[src/design/ipidfc_pkg.sv]
package ipidfc_pkg;

  // Multiplier datapath widths
  localparam int unsigned DIG_W   = 18;           // multiplier digit per cycle
  localparam int unsigned MAG_W   = 2 * DIG_W;    // operand magnitude, two digits
  localparam int unsigned MCAND_W = 31;           // gain or weight operand
  localparam int unsigned OPD_W   = 35;           // signed operand before magnitude split
  localparam int unsigned ACC_W   = 68;           // full product, signed

  // Blend weights are Q1.16
  localparam int unsigned WEIGHT_BITS = 16;
  localparam int unsigned WEIGHT_ONE  = 65536;
  localparam int unsigned WEIGHT_W    = 17;

  localparam int unsigned DELTA_LIMIT_INT = 50;

  // Configuration register map
  localparam int unsigned CFG_IDX_W  = 3;
  localparam int unsigned CFG_DATA_W = 32;

  typedef enum logic [CFG_IDX_W-1:0] {
    REG_GAIN_P          = 3'd0,
    REG_GAIN_I          = 3'd1,
    REG_GAIN_D          = 3'd2,
    REG_DERIV_SMOOTHING = 3'd3,
    REG_ERROR_SMOOTHING = 3'd4,
    REG_DRIVE_SMOOTHING = 3'd5,
    REG_DRIVE_LIMIT     = 3'd6
  } cfg_reg_e;

  // Request into the shared multiplier
  typedef struct packed {
    logic               start;
    logic               neg;         // operand sign
    logic               gain_shift;  // 1: drop FRAC_BITS, 0: drop WEIGHT_BITS
    logic [MAG_W-1:0]   mag;
    logic [MCAND_W-1:0] mcand;
  } mac_req_t;

  typedef struct packed {
    logic                    done;
    logic signed [ACC_W-1:0] result;
  } mac_rsp_t;

  // Weight above one acts as one
  function automatic logic [MCAND_W-1:0] wclamp(input logic [WEIGHT_W-1:0] w);
    logic [MCAND_W-1:0] r;
    if (w > WEIGHT_W'(WEIGHT_ONE)) begin
      r = MCAND_W'(WEIGHT_ONE);
    end else begin
      r = MCAND_W'(w);
    end
    return r;
  endfunction

endpackage

[src/design/incremental_pid_filtered_clamped.sv]
// Velocity-form PID controller with input, derivative and output smoothing,
// all in signed fixed point with FRAC_BITS fraction bits. Each accepted item
// is one error sample; it yields exactly one drive value. The sample is
// low-pass filtered, the P, I and D increments are formed from the filtered
// error history, D is smoothed again, the summed increment is clamped to
// +/-50, added to the last drive and clamped to +/-drive_limit, then blended
// with the last drive and clamped once more. Gain products and blends round
// toward minus infinity. All six multiplies run on one 18x31 multiplier
// that takes two digit steps plus a sign/shift step per product. An item
// holds the block from acceptance until its drive value moves into the
// output register, and in_ready_o is high only while the block is idle.
// A finished result sits in an output register, so a new item can be
// accepted while it waits. Configuration registers
// (index order: gain_p, gain_i, gain_d, deriv_smoothing, error_smoothing,
// drive_smoothing, drive_limit) must only be written while the block is
// idle, since cfg_ready_o stays high; index 7 is ignored. Smoothing weights
// above 65536 act as 65536.
module incremental_pid_filtered_clamped #(
  parameter int unsigned FRAC_BITS = 16
) (
  input  logic                                 clk_i,
  input  logic                                 rst_ni,
  // configuration write channel
  input  logic                                 cfg_valid_i,
  output logic                                 cfg_ready_o,
  input  logic [ipidfc_pkg::CFG_IDX_W-1:0]     cfg_index_i,
  input  logic [ipidfc_pkg::CFG_DATA_W-1:0]    cfg_data_i,
  // error sample input
  input  logic                                 in_valid_i,
  output logic                                 in_ready_o,
  input  logic signed [31:0]                   error_sample_i,
  // drive output
  output logic                                 out_valid_o,
  input  logic                                 out_ready_i,
  output logic signed [31:0]                   drive_value_o
);

  localparam int unsigned AW = ipidfc_pkg::ACC_W;
  localparam int unsigned OW = ipidfc_pkg::OPD_W;
  localparam int unsigned MW = ipidfc_pkg::MAG_W;
  localparam int unsigned CW = ipidfc_pkg::MCAND_W;
  localparam int unsigned WW = ipidfc_pkg::WEIGHT_W;

  // increment limit, 50 in Q(31-F).F
  localparam logic signed [AW-1:0] DLIM_POS =
    AW'(ipidfc_pkg::DELTA_LIMIT_INT) << FRAC_BITS;
  localparam logic signed [AW-1:0] DLIM_NEG = -DLIM_POS;
  localparam logic signed [AW-1:0] S32_MAX  = AW'(32'sh7fff_ffff);
  localparam logic signed [AW-1:0] S32_MIN  = AW'($signed(32'h8000_0000));

  typedef enum logic [3:0] {
    ST_IDLE,
    ST_FE,       // filtered error
    ST_P,
    ST_I,
    ST_DRAW,     // raw derivative product
    ST_DBLEND,   // derivative smoothing
    ST_CLAMP,    // increment clamp
    ST_DRIVE,    // add to last drive, limit
    ST_OBLEND,   // output smoothing
    ST_OUT
  } state_e;

  // symmetric clamp to +/-lim
  function automatic logic signed [31:0] clamp_lim(input logic signed [32:0] v,
                                                   input logic [30:0] lim);
    logic signed [32:0] lp;
    logic signed [32:0] r;
    lp = $signed({2'b00, lim});
    if (v > lp) begin
      r = lp;
    end else if (v < -lp) begin
      r = -lp;
    end else begin
      r = v;
    end
    return r[31:0];
  endfunction

  function automatic logic signed [31:0] sat32(input logic signed [AW-1:0] v);
    logic signed [AW-1:0] r;
    if (v > S32_MAX) begin
      r = S32_MAX;
    end else if (v < S32_MIN) begin
      r = S32_MIN;
    end else begin
      r = v;
    end
    return r[31:0];
  endfunction

  state_e state_q;
  logic   issued_q;      // request for the current state sits in the multiplier
  logic   out_valid_q;
  logic   out_load;      // result moves into the output register this cycle
  logic signed [31:0] drive_q;

  // configuration
  logic [30:0]   gain_p_q, gain_i_q, gain_d_q, drive_limit_q;
  logic [WW-1:0] deriv_smoothing_q, error_smoothing_q, drive_smoothing_q;

  // controller history
  logic signed [31:0] last_drive_q, last_fe_q, older_fe_q, last_d_q;

  // per-item working values
  logic signed [31:0]   err_q, fe_q, draw_q, d_q, dlt_q, u_q, y_q;
  logic signed [AW-1:0] sum_q;

  // multiplier interface
  ipidfc_pkg::mac_req_t mac_req;
  ipidfc_pkg::mac_rsp_t mac_rsp;

  logic signed [OW-1:0] opd;
  logic signed [MW-1:0] opd_ext;
  logic [CW-1:0]        mcand;
  logic                 gain_shift;
  logic                 mul_state;

  logic signed [31:0]   res32;
  logic signed [31:0]   fe_next, d_next, dlt_next, u_next, y_next;
  logic signed [AW-1:0] sum_with_d;

  ipidfc_mac #(
    .FRAC_BITS (FRAC_BITS)
  ) u_mac (
    .clk_i  (clk_i),
    .rst_ni (rst_ni),
    .req_i  (mac_req),
    .rsp_o  (mac_rsp)
  );

  // Operand select. Every blend w*x + (1-w)*y is done as y + w*(x-y).
  always_comb begin
    opd        = '0;
    mcand      = '0;
    gain_shift = 1'b0;
    unique case (state_q)
      ST_FE: begin
        opd   = OW'(err_q) - OW'(last_fe_q);
        mcand = ipidfc_pkg::wclamp(error_smoothing_q);
      end
      ST_P: begin
        opd        = OW'(fe_q) - OW'(last_fe_q);
        mcand      = gain_p_q;
        gain_shift = 1'b1;
      end
      ST_I: begin
        opd        = OW'(fe_q);
        mcand      = gain_i_q;
        gain_shift = 1'b1;
      end
      ST_DRAW: begin
        // second difference of the filtered error
        opd        = OW'(fe_q) - (OW'(last_fe_q) <<< 1) + OW'(older_fe_q);
        mcand      = gain_d_q;
        gain_shift = 1'b1;
      end
      ST_DBLEND: begin
        opd   = OW'(draw_q) - OW'(last_d_q);
        mcand = ipidfc_pkg::wclamp(deriv_smoothing_q);
      end
      ST_OBLEND: begin
        opd   = OW'(u_q) - OW'(last_drive_q);
        mcand = ipidfc_pkg::wclamp(drive_smoothing_q);
      end
      default: begin
        opd = '0;
      end
    endcase

    mul_state = state_q inside {ST_FE, ST_P, ST_I, ST_DRAW, ST_DBLEND, ST_OBLEND};

    // sign-magnitude split for the unsigned multiplier
    opd_ext            = MW'(opd);
    mac_req.start      = mul_state && !issued_q;
    mac_req.neg        = opd[OW-1];
    mac_req.gain_shift = gain_shift;
    mac_req.mag        = opd[OW-1] ? unsigned'(-opd_ext) : unsigned'(opd_ext);
    mac_req.mcand      = mcand;
  end

  // Result handling. Blended values land back inside 32 bits, so the filter
  // updates wrap safely; the output blend delta can need 33 bits ahead of its
  // clamp, so it keeps them.
  always_comb begin
    res32      = mac_rsp.result[31:0];
    fe_next    = last_fe_q + res32;
    d_next     = last_d_q + res32;
    sum_with_d = sum_q + AW'(last_d_q) + mac_rsp.result;
    if (sum_q > DLIM_POS) begin
      dlt_next = DLIM_POS[31:0];
    end else if (sum_q < DLIM_NEG) begin
      dlt_next = DLIM_NEG[31:0];
    end else begin
      dlt_next = sum_q[31:0];
    end
    u_next = clamp_lim(33'(last_drive_q) + 33'(dlt_q), drive_limit_q);
    y_next = clamp_lim(33'(last_drive_q) + $signed(mac_rsp.result[32:0]), drive_limit_q);
  end

  assign out_load = (state_q == ST_OUT) && (!out_valid_q || out_ready_i);

  always_ff @(posedge clk_i or negedge rst_ni) begin
    if (!rst_ni) begin
      state_q           <= ST_IDLE;
      issued_q          <= 1'b0;
      out_valid_q       <= 1'b0;
      drive_q           <= '0;
      gain_p_q          <= 31'd39322;
      gain_i_q          <= 31'd655;
      gain_d_q          <= 31'd459;
      deriv_smoothing_q <= WW'(13107);
      error_smoothing_q <= WW'(19661);
      drive_smoothing_q <= WW'(26214);
      drive_limit_q     <= 31'd6553600;
      last_drive_q      <= '0;
      last_fe_q         <= '0;
      older_fe_q        <= '0;
      last_d_q          <= '0;
      err_q             <= '0;
      fe_q              <= '0;
      draw_q            <= '0;
      d_q               <= '0;
      dlt_q             <= '0;
      u_q               <= '0;
      y_q               <= '0;
      sum_q             <= '0;
    end else begin
      if (cfg_valid_i) begin
        unique case (cfg_index_i)
          ipidfc_pkg::REG_GAIN_P:          gain_p_q          <= cfg_data_i[30:0];
          ipidfc_pkg::REG_GAIN_I:          gain_i_q          <= cfg_data_i[30:0];
          ipidfc_pkg::REG_GAIN_D:          gain_d_q          <= cfg_data_i[30:0];
          ipidfc_pkg::REG_DERIV_SMOOTHING: deriv_smoothing_q <= cfg_data_i[WW-1:0];
          ipidfc_pkg::REG_ERROR_SMOOTHING: error_smoothing_q <= cfg_data_i[WW-1:0];
          ipidfc_pkg::REG_DRIVE_SMOOTHING: drive_smoothing_q <= cfg_data_i[WW-1:0];
          ipidfc_pkg::REG_DRIVE_LIMIT:     drive_limit_q     <= cfg_data_i[30:0];
          default: ;
        endcase
      end

      if (out_load) begin
        out_valid_q <= 1'b1;
      end else if (out_ready_i) begin
        out_valid_q <= 1'b0;
      end

      if (mac_req.start) begin
        issued_q <= 1'b1;
      end else if (mac_rsp.done) begin
        issued_q <= 1'b0;
      end

      unique case (state_q)
        ST_IDLE: begin
          if (in_valid_i) begin
            err_q   <= error_sample_i;
            state_q <= ST_FE;
          end
        end
        ST_FE: begin
          if (mac_rsp.done) begin
            fe_q    <= fe_next;
            state_q <= ST_P;
          end
        end
        ST_P: begin
          if (mac_rsp.done) begin
            sum_q   <= mac_rsp.result;
            state_q <= ST_I;
          end
        end
        ST_I: begin
          if (mac_rsp.done) begin
            sum_q   <= sum_q + mac_rsp.result;
            state_q <= ST_DRAW;
          end
        end
        ST_DRAW: begin
          if (mac_rsp.done) begin
            draw_q  <= sat32(mac_rsp.result);
            state_q <= ST_DBLEND;
          end
        end
        ST_DBLEND: begin
          if (mac_rsp.done) begin
            d_q     <= d_next;
            sum_q   <= sum_with_d;   // P + I + smoothed D at full width
            state_q <= ST_CLAMP;
          end
        end
        ST_CLAMP: begin
          dlt_q   <= dlt_next;
          state_q <= ST_DRIVE;
        end
        ST_DRIVE: begin
          u_q     <= u_next;
          state_q <= ST_OBLEND;
        end
        ST_OBLEND: begin
          if (mac_rsp.done) begin
            y_q     <= y_next;
            state_q <= ST_OUT;
          end
        end
        ST_OUT: begin
          // wait for the output register to free up, then commit history
          if (out_load) begin
            drive_q      <= y_q;
            older_fe_q   <= last_fe_q;
            last_fe_q    <= fe_q;
            last_d_q     <= d_q;
            last_drive_q <= y_q;
            state_q      <= ST_IDLE;
          end
        end
        default: state_q <= ST_IDLE;
      endcase
    end
  end

  assign cfg_ready_o   = 1'b1;
  assign in_ready_o    = (state_q == ST_IDLE);
  assign out_valid_o   = out_valid_q;
  assign drive_value_o = drive_q;

endmodule

[src/design/ipidfc_mac.sv]
module ipidfc_mac #(
  parameter int unsigned FRAC_BITS = 16
) (
  input  logic                 clk_i,
  input  logic                 rst_ni,
  input  ipidfc_pkg::mac_req_t req_i,
  output ipidfc_pkg::mac_rsp_t rsp_o
);

  localparam int unsigned AW = ipidfc_pkg::ACC_W;
  localparam int unsigned DW = ipidfc_pkg::DIG_W;
  localparam int unsigned MW = ipidfc_pkg::MAG_W;
  localparam int unsigned CW = ipidfc_pkg::MCAND_W;
  localparam int unsigned PW = DW + CW;

  typedef enum logic [1:0] {
    MAC_IDLE,
    MAC_HI,
    MAC_LO,
    MAC_FIN
  } mac_state_e;

  mac_state_e           state_q;
  logic [MW-1:0]        mag_q;
  logic [CW-1:0]        mcand_q;
  logic                 neg_q;
  logic                 gain_shift_q;
  logic                 done_q;
  logic [AW-1:0]        acc_q;
  logic signed [AW-1:0] result_q;

  logic [DW-1:0]        digit;
  logic [PW-1:0]        prod;
  logic [AW-1:0]        acc_next;
  logic signed [AW-1:0] signed_acc;
  logic signed [AW-1:0] shifted;

  // high digit first, so the accumulator shifts left each step
  always_comb begin
    digit      = (state_q == MAC_HI) ? mag_q[MW-1 -: DW] : mag_q[DW-1:0];
    prod       = PW'(digit) * PW'(mcand_q);
    acc_next   = (acc_q << DW) + AW'(prod);
    signed_acc = neg_q ? -$signed(acc_q) : $signed(acc_q);
    shifted    = gain_shift_q ? (signed_acc >>> FRAC_BITS)
                              : (signed_acc >>> ipidfc_pkg::WEIGHT_BITS);
  end

  always_ff @(posedge clk_i or negedge rst_ni) begin
    if (!rst_ni) begin
      state_q      <= MAC_IDLE;
      mag_q        <= '0;
      mcand_q      <= '0;
      neg_q        <= 1'b0;
      gain_shift_q <= 1'b0;
      done_q       <= 1'b0;
      acc_q        <= '0;
      result_q     <= '0;
    end else begin
      done_q <= (state_q == MAC_FIN);
      unique case (state_q)
        MAC_IDLE: begin
          if (req_i.start) begin
            mag_q        <= req_i.mag;
            mcand_q      <= req_i.mcand;
            neg_q        <= req_i.neg;
            gain_shift_q <= req_i.gain_shift;
            acc_q        <= '0;
            state_q      <= MAC_HI;
          end
        end
        MAC_HI: begin
          acc_q   <= acc_next;
          state_q <= MAC_LO;
        end
        MAC_LO: begin
          acc_q   <= acc_next;
          state_q <= MAC_FIN;
        end
        MAC_FIN: begin
          result_q <= shifted;   // floor, since the sign is applied before the shift
          state_q  <= MAC_IDLE;
        end
        default: state_q <= MAC_IDLE;
      endcase
    end
  end

  assign rsp_o.done   = done_q;
  assign rsp_o.result = result_q;

endmodule

[config.mk]
export PLATFORM = sky130hd
export DESIGN_NAME = incremental_pid_filtered_clamped
export DESIGN_NICKNAME = d
export VERILOG_FILES = /design/src/design/ipidfc_pkg.sv /design/src/design/incremental_pid_filtered_clamped.sv /design/src/design/ipidfc_mac.sv
export SDC_FILE = /design/constraint.sdc
export NUM_CORES = 2
export LEC_CHECK = 0
export BUFFER_PORTS_ARGS = -buffer_cell sky130_fd_sc_hd__buf_2
export CAP_MARGIN = 20
export CORE_MARGIN = 10
export CORE_UTILIZATION = 40
export DETAILED_ROUTE_END_ITERATION = 7
export GPL_TIMING_DRIVEN = 0
export PLACE_DENSITY_LB_ADDON = 0.05
export SETUP_SLACK_MARGIN = 0.5
export SLEW_MARGIN = 0
export SYNTH_ARGS = -nofsm -noshare
export SYNTH_HDL_FRONTEND = slang
export SYNTH_SLANG_ARGS = --single-unit
export TNS_END_PERCENT = 30
[constraint.sdc]
create_clock -name clk_i -period 10.25 [get_ports clk_i]
set_clock_uncertainty 0.05 [all_clocks]
set_input_delay 2.05 -clock clk_i [delete_from_list [all_inputs] [get_ports clk_i]]
set_output_delay 2.05 -clock clk_i [all_outputs]
set_load 0.01 [all_outputs]
==> results.toml <==
[clocking]
clk_root_buffer_cell = "sky130_fd_sc_hd__clkbuf_16"
tritoncts = "built"
worst_setup_hold_path_clk_slew_ns = 0.06
htree_levels = 3
worst_skew_pair.late_latency_ns = 0.79
total_clock_buffers_created_by_cts = 101
clock-sinks = 792
max-clock-path-buffers = 3

[synthesis]
synth.yosys.warnings = 0
netlist_instances = 9583
synth_enable_flop_cells = 0
ys_ff_latch = 792
async_flop_share = 1.000
avgSynthCellArea_um2 = 8.660
synthFlopType = "sky130_fd_sc_hd__dfrtp_1"
yosys.cell_types.count = 90
yosys.area.top_type_share = 0.2246
synth_area_mm2 = 0.08299
yosysTopAreaCell = "sky130_fd_sc_hd__dfrtp_1"
synthesis.nets = 10950
synth.yosys.seq_area_share = 0.2395
ys_top_cells_by_area = "sky130_fd_sc_hd__dfrtp_1 22%, sky130_fd_sc_hd__fa_1 15%, sky130_fd_sc_hd__ha_1 10%"

[global_route]
number_of_antenna_violations_at_the_first_check_in_global_routing = 17
largest_net_degree_at_the_start_of_global_routing = 115
grt_pass1_vias = 72280
grt_first_pass_wirelength_mm = 505.5
global_route.usage.total = 0.3005
grt.overflow.total = 0

[worst_setup_path]
critPathLaunchType = "register"
timing.critical_path.mode_cell = "sky130_fd_sc_hd__fa_1"
worst_setup_path_end_kind = "register"
crit_required_ns = 10.82
cpPeakStageDelay_ns = 0.54
cpMaxStageDelayCell = "sky130_fd_sc_hd__fa_1"
worstPathBufferInverterCount = 8
crit_path_arrival_time_ns = 9.96
category_of_the_most_critical_setup_path = "register to register"
maximum_net_fanout_on_the_critical_path = 10
worst_case_register_to_register_setup_slack_ns = 0.85
critPathTopFamily = "adder cells"

[die]
fp.dieH_um = 475.5
ioPinCount = 107
fp.dieW_um = 475.5
core_area_mm2 = 0.2067
floorplan.rows = 167
fp.dieArea_mm2 = 0.2261
initial_utilization = 0.4016

[placement]
placedInstanceArea_mm2 = 0.08747
place_inst = 12420
count_of_input_and_output_buffers = 102
hpwlAfterDp_mm = 282.4
place.gp.congestion = 0.9635

[drt]
route.detailed.wl_per_inst_um = 27.37
drt_iter0_drc = 7213
drc = 0
antenna_left = 0
routed_via_density = 5.854
post_detailed_routing_wire_length_mm = 345.7
vias = 73930
drtPass1Iterations = 6

[run]
maxCapViolations = 0

[timing]
setup_viol = 0
fmax_ghz = 0.1064
grt_setup_unrepaired = "true"
final-hold-violation-count = 0
worst_pin_slew_ns = 1.264
period_share = 0.9166
fin_crit_ns = 9.395
worst_hold_slack_ns = 0.4263
slew_violations = 0
worst_slew_margin_relative_to_its_limit = 0.1572

[final_layout]
drive_above_1_share = 0.08270
areaGrowthSynthToFinish_pct = 9.777
fill_cells = 20780
finalCoreUtilization = 0.4409
nets = 11200
final_common_cell = "sky130_fd_sc_hd__nand2_1"
finalNonFillerCells = 12630
layout_common_cells = "1055 x sky130_fd_sc_hd__nand2_1, 1053 x sky130_fd_sc_hd__inv_1, 743 x sky130_fd_sc_hd__dfrtp_1"
final_area_mm2 = 0.09110

[status]
outcome = "finished clean"

[hold_path]
timing.hold.worst.class = "register to register"
## cells in the mapped netlist (all sizes together), types with 70 or more instances
cell	number
clkbuf	415
ha	695
nor2	550
o21a	83
nor2b	70
inv	1053
nor4	77
fa	604
nor3	105
mux2	343
a31oi	79
nand2b	76
and3	70
nand4	129
xnor2	277
o21bai	78
a21oi	681
nand3	164
nand2	1055
and2	289
a21o	263
a221oi	73
xor2	214
o21ai	582
dfrtp	745
## cells by family after synthesis
| logic type | Yosys count | share of synthesized area |
|---|---|---|
| multiplexers | 391 | 0.05233 |
| AO/OA/AOI/OAI | 2347 | 0.1793 |
| XOR/XNOR | 491 | 0.05182 |
| buffers and inverters | 1507 | 0.06821 |
| flip-flops | 792 | 0.2395 |
| other | 1 | 0.00004519 |
| AND/OR/NAND/NOR | 2755 | 0.1583 |
| adder cells (fa/ha/maj) | 1299 | 0.2505 |
## worst register-to-register path: cells and delay by family, from the launching register on
family / cells / cell delay, ns
adder cells (fa/ha/maj): 8 / 3.65
AO/OA/AOI/OAI: 8 / 1.90
AND/OR/NAND/NOR: 5 / 1.37
buffers and inverters: 8 / 1.18
multiplexers: 1 / 0.52
flip-flops: 1 / 0.40
XOR/XNOR: 1 / 0.16
## worst paths after layout
kind	to	from	depth (start not counted)
max	u_mac.acc_q[62]	u_mac.state_q[1]	31
min	older_fe_q[24]	older_fe_q[24]	2
max reg2reg	u_mac.acc_q[62]	u_mac.state_q[1]	31
min reg2reg	older_fe_q[24]	older_fe_q[24]	2
max in group asynchronous	u_mac.mcand_q[5]	rst_ni	4
min in group asynchronous	err_q[16]	rst_ni	1
## registers in the layout, indices dropped and copies added (netlist names), 36 cells and up
register,cells
u_mac.acc_q,68
u_mac.result_q,52
u_mac.mag_q,36
sum_q,68
## timing repair
action	in CTS	in global routing
gates resized for setup	36	31
pin swaps	1	1
buffers inserted	2	2
hold buffers	0	0
endpoints found under the setup margin	24	19
## stage by stage
stage / setup TNS, ns / setup slack (ns)
after floorplan: 0 / 1.585
after CTS: 0 / 0.5287
after global placement: -8503.94 / -11.37
after global routing: 0 / 0.4930
final: 0 / 0.8547
after detailed placement: -8.012 / -0.7633
## final cells by class
class / count / area, µm² / share of cell area
Multi-Input combinational cell: 7284 / 57550 / 0.6317
Sequential cell: 792 / 19880 / 0.2182
Inverter: 1053 / 3953 / 0.04339
Tap cell: 2704 / 3383 / 0.03714
Clock buffer: 140 / 2824 / 0.03100
Buffer: 454 / 1762 / 0.01934
Timing Repair Buffer: 142 / 1140 / 0.01251
Clock inverter: 50 / 583.1 / 0.006400
Antenna cell: 10 / 25.02 / 0.0002747
## layer usage
metal	GRT usage	up-vias	routed length, µm
met4	0.09635	2	13650
li1	-	33540	-
met5	0	-	7
met1	0.4459	37280	163000
met3	0.04875	443	24330
met2	0.4434	2666	144700
Power is not shown: default switching activity piles up to over one toggle a cycle in this logic, so the estimate is an artifact.
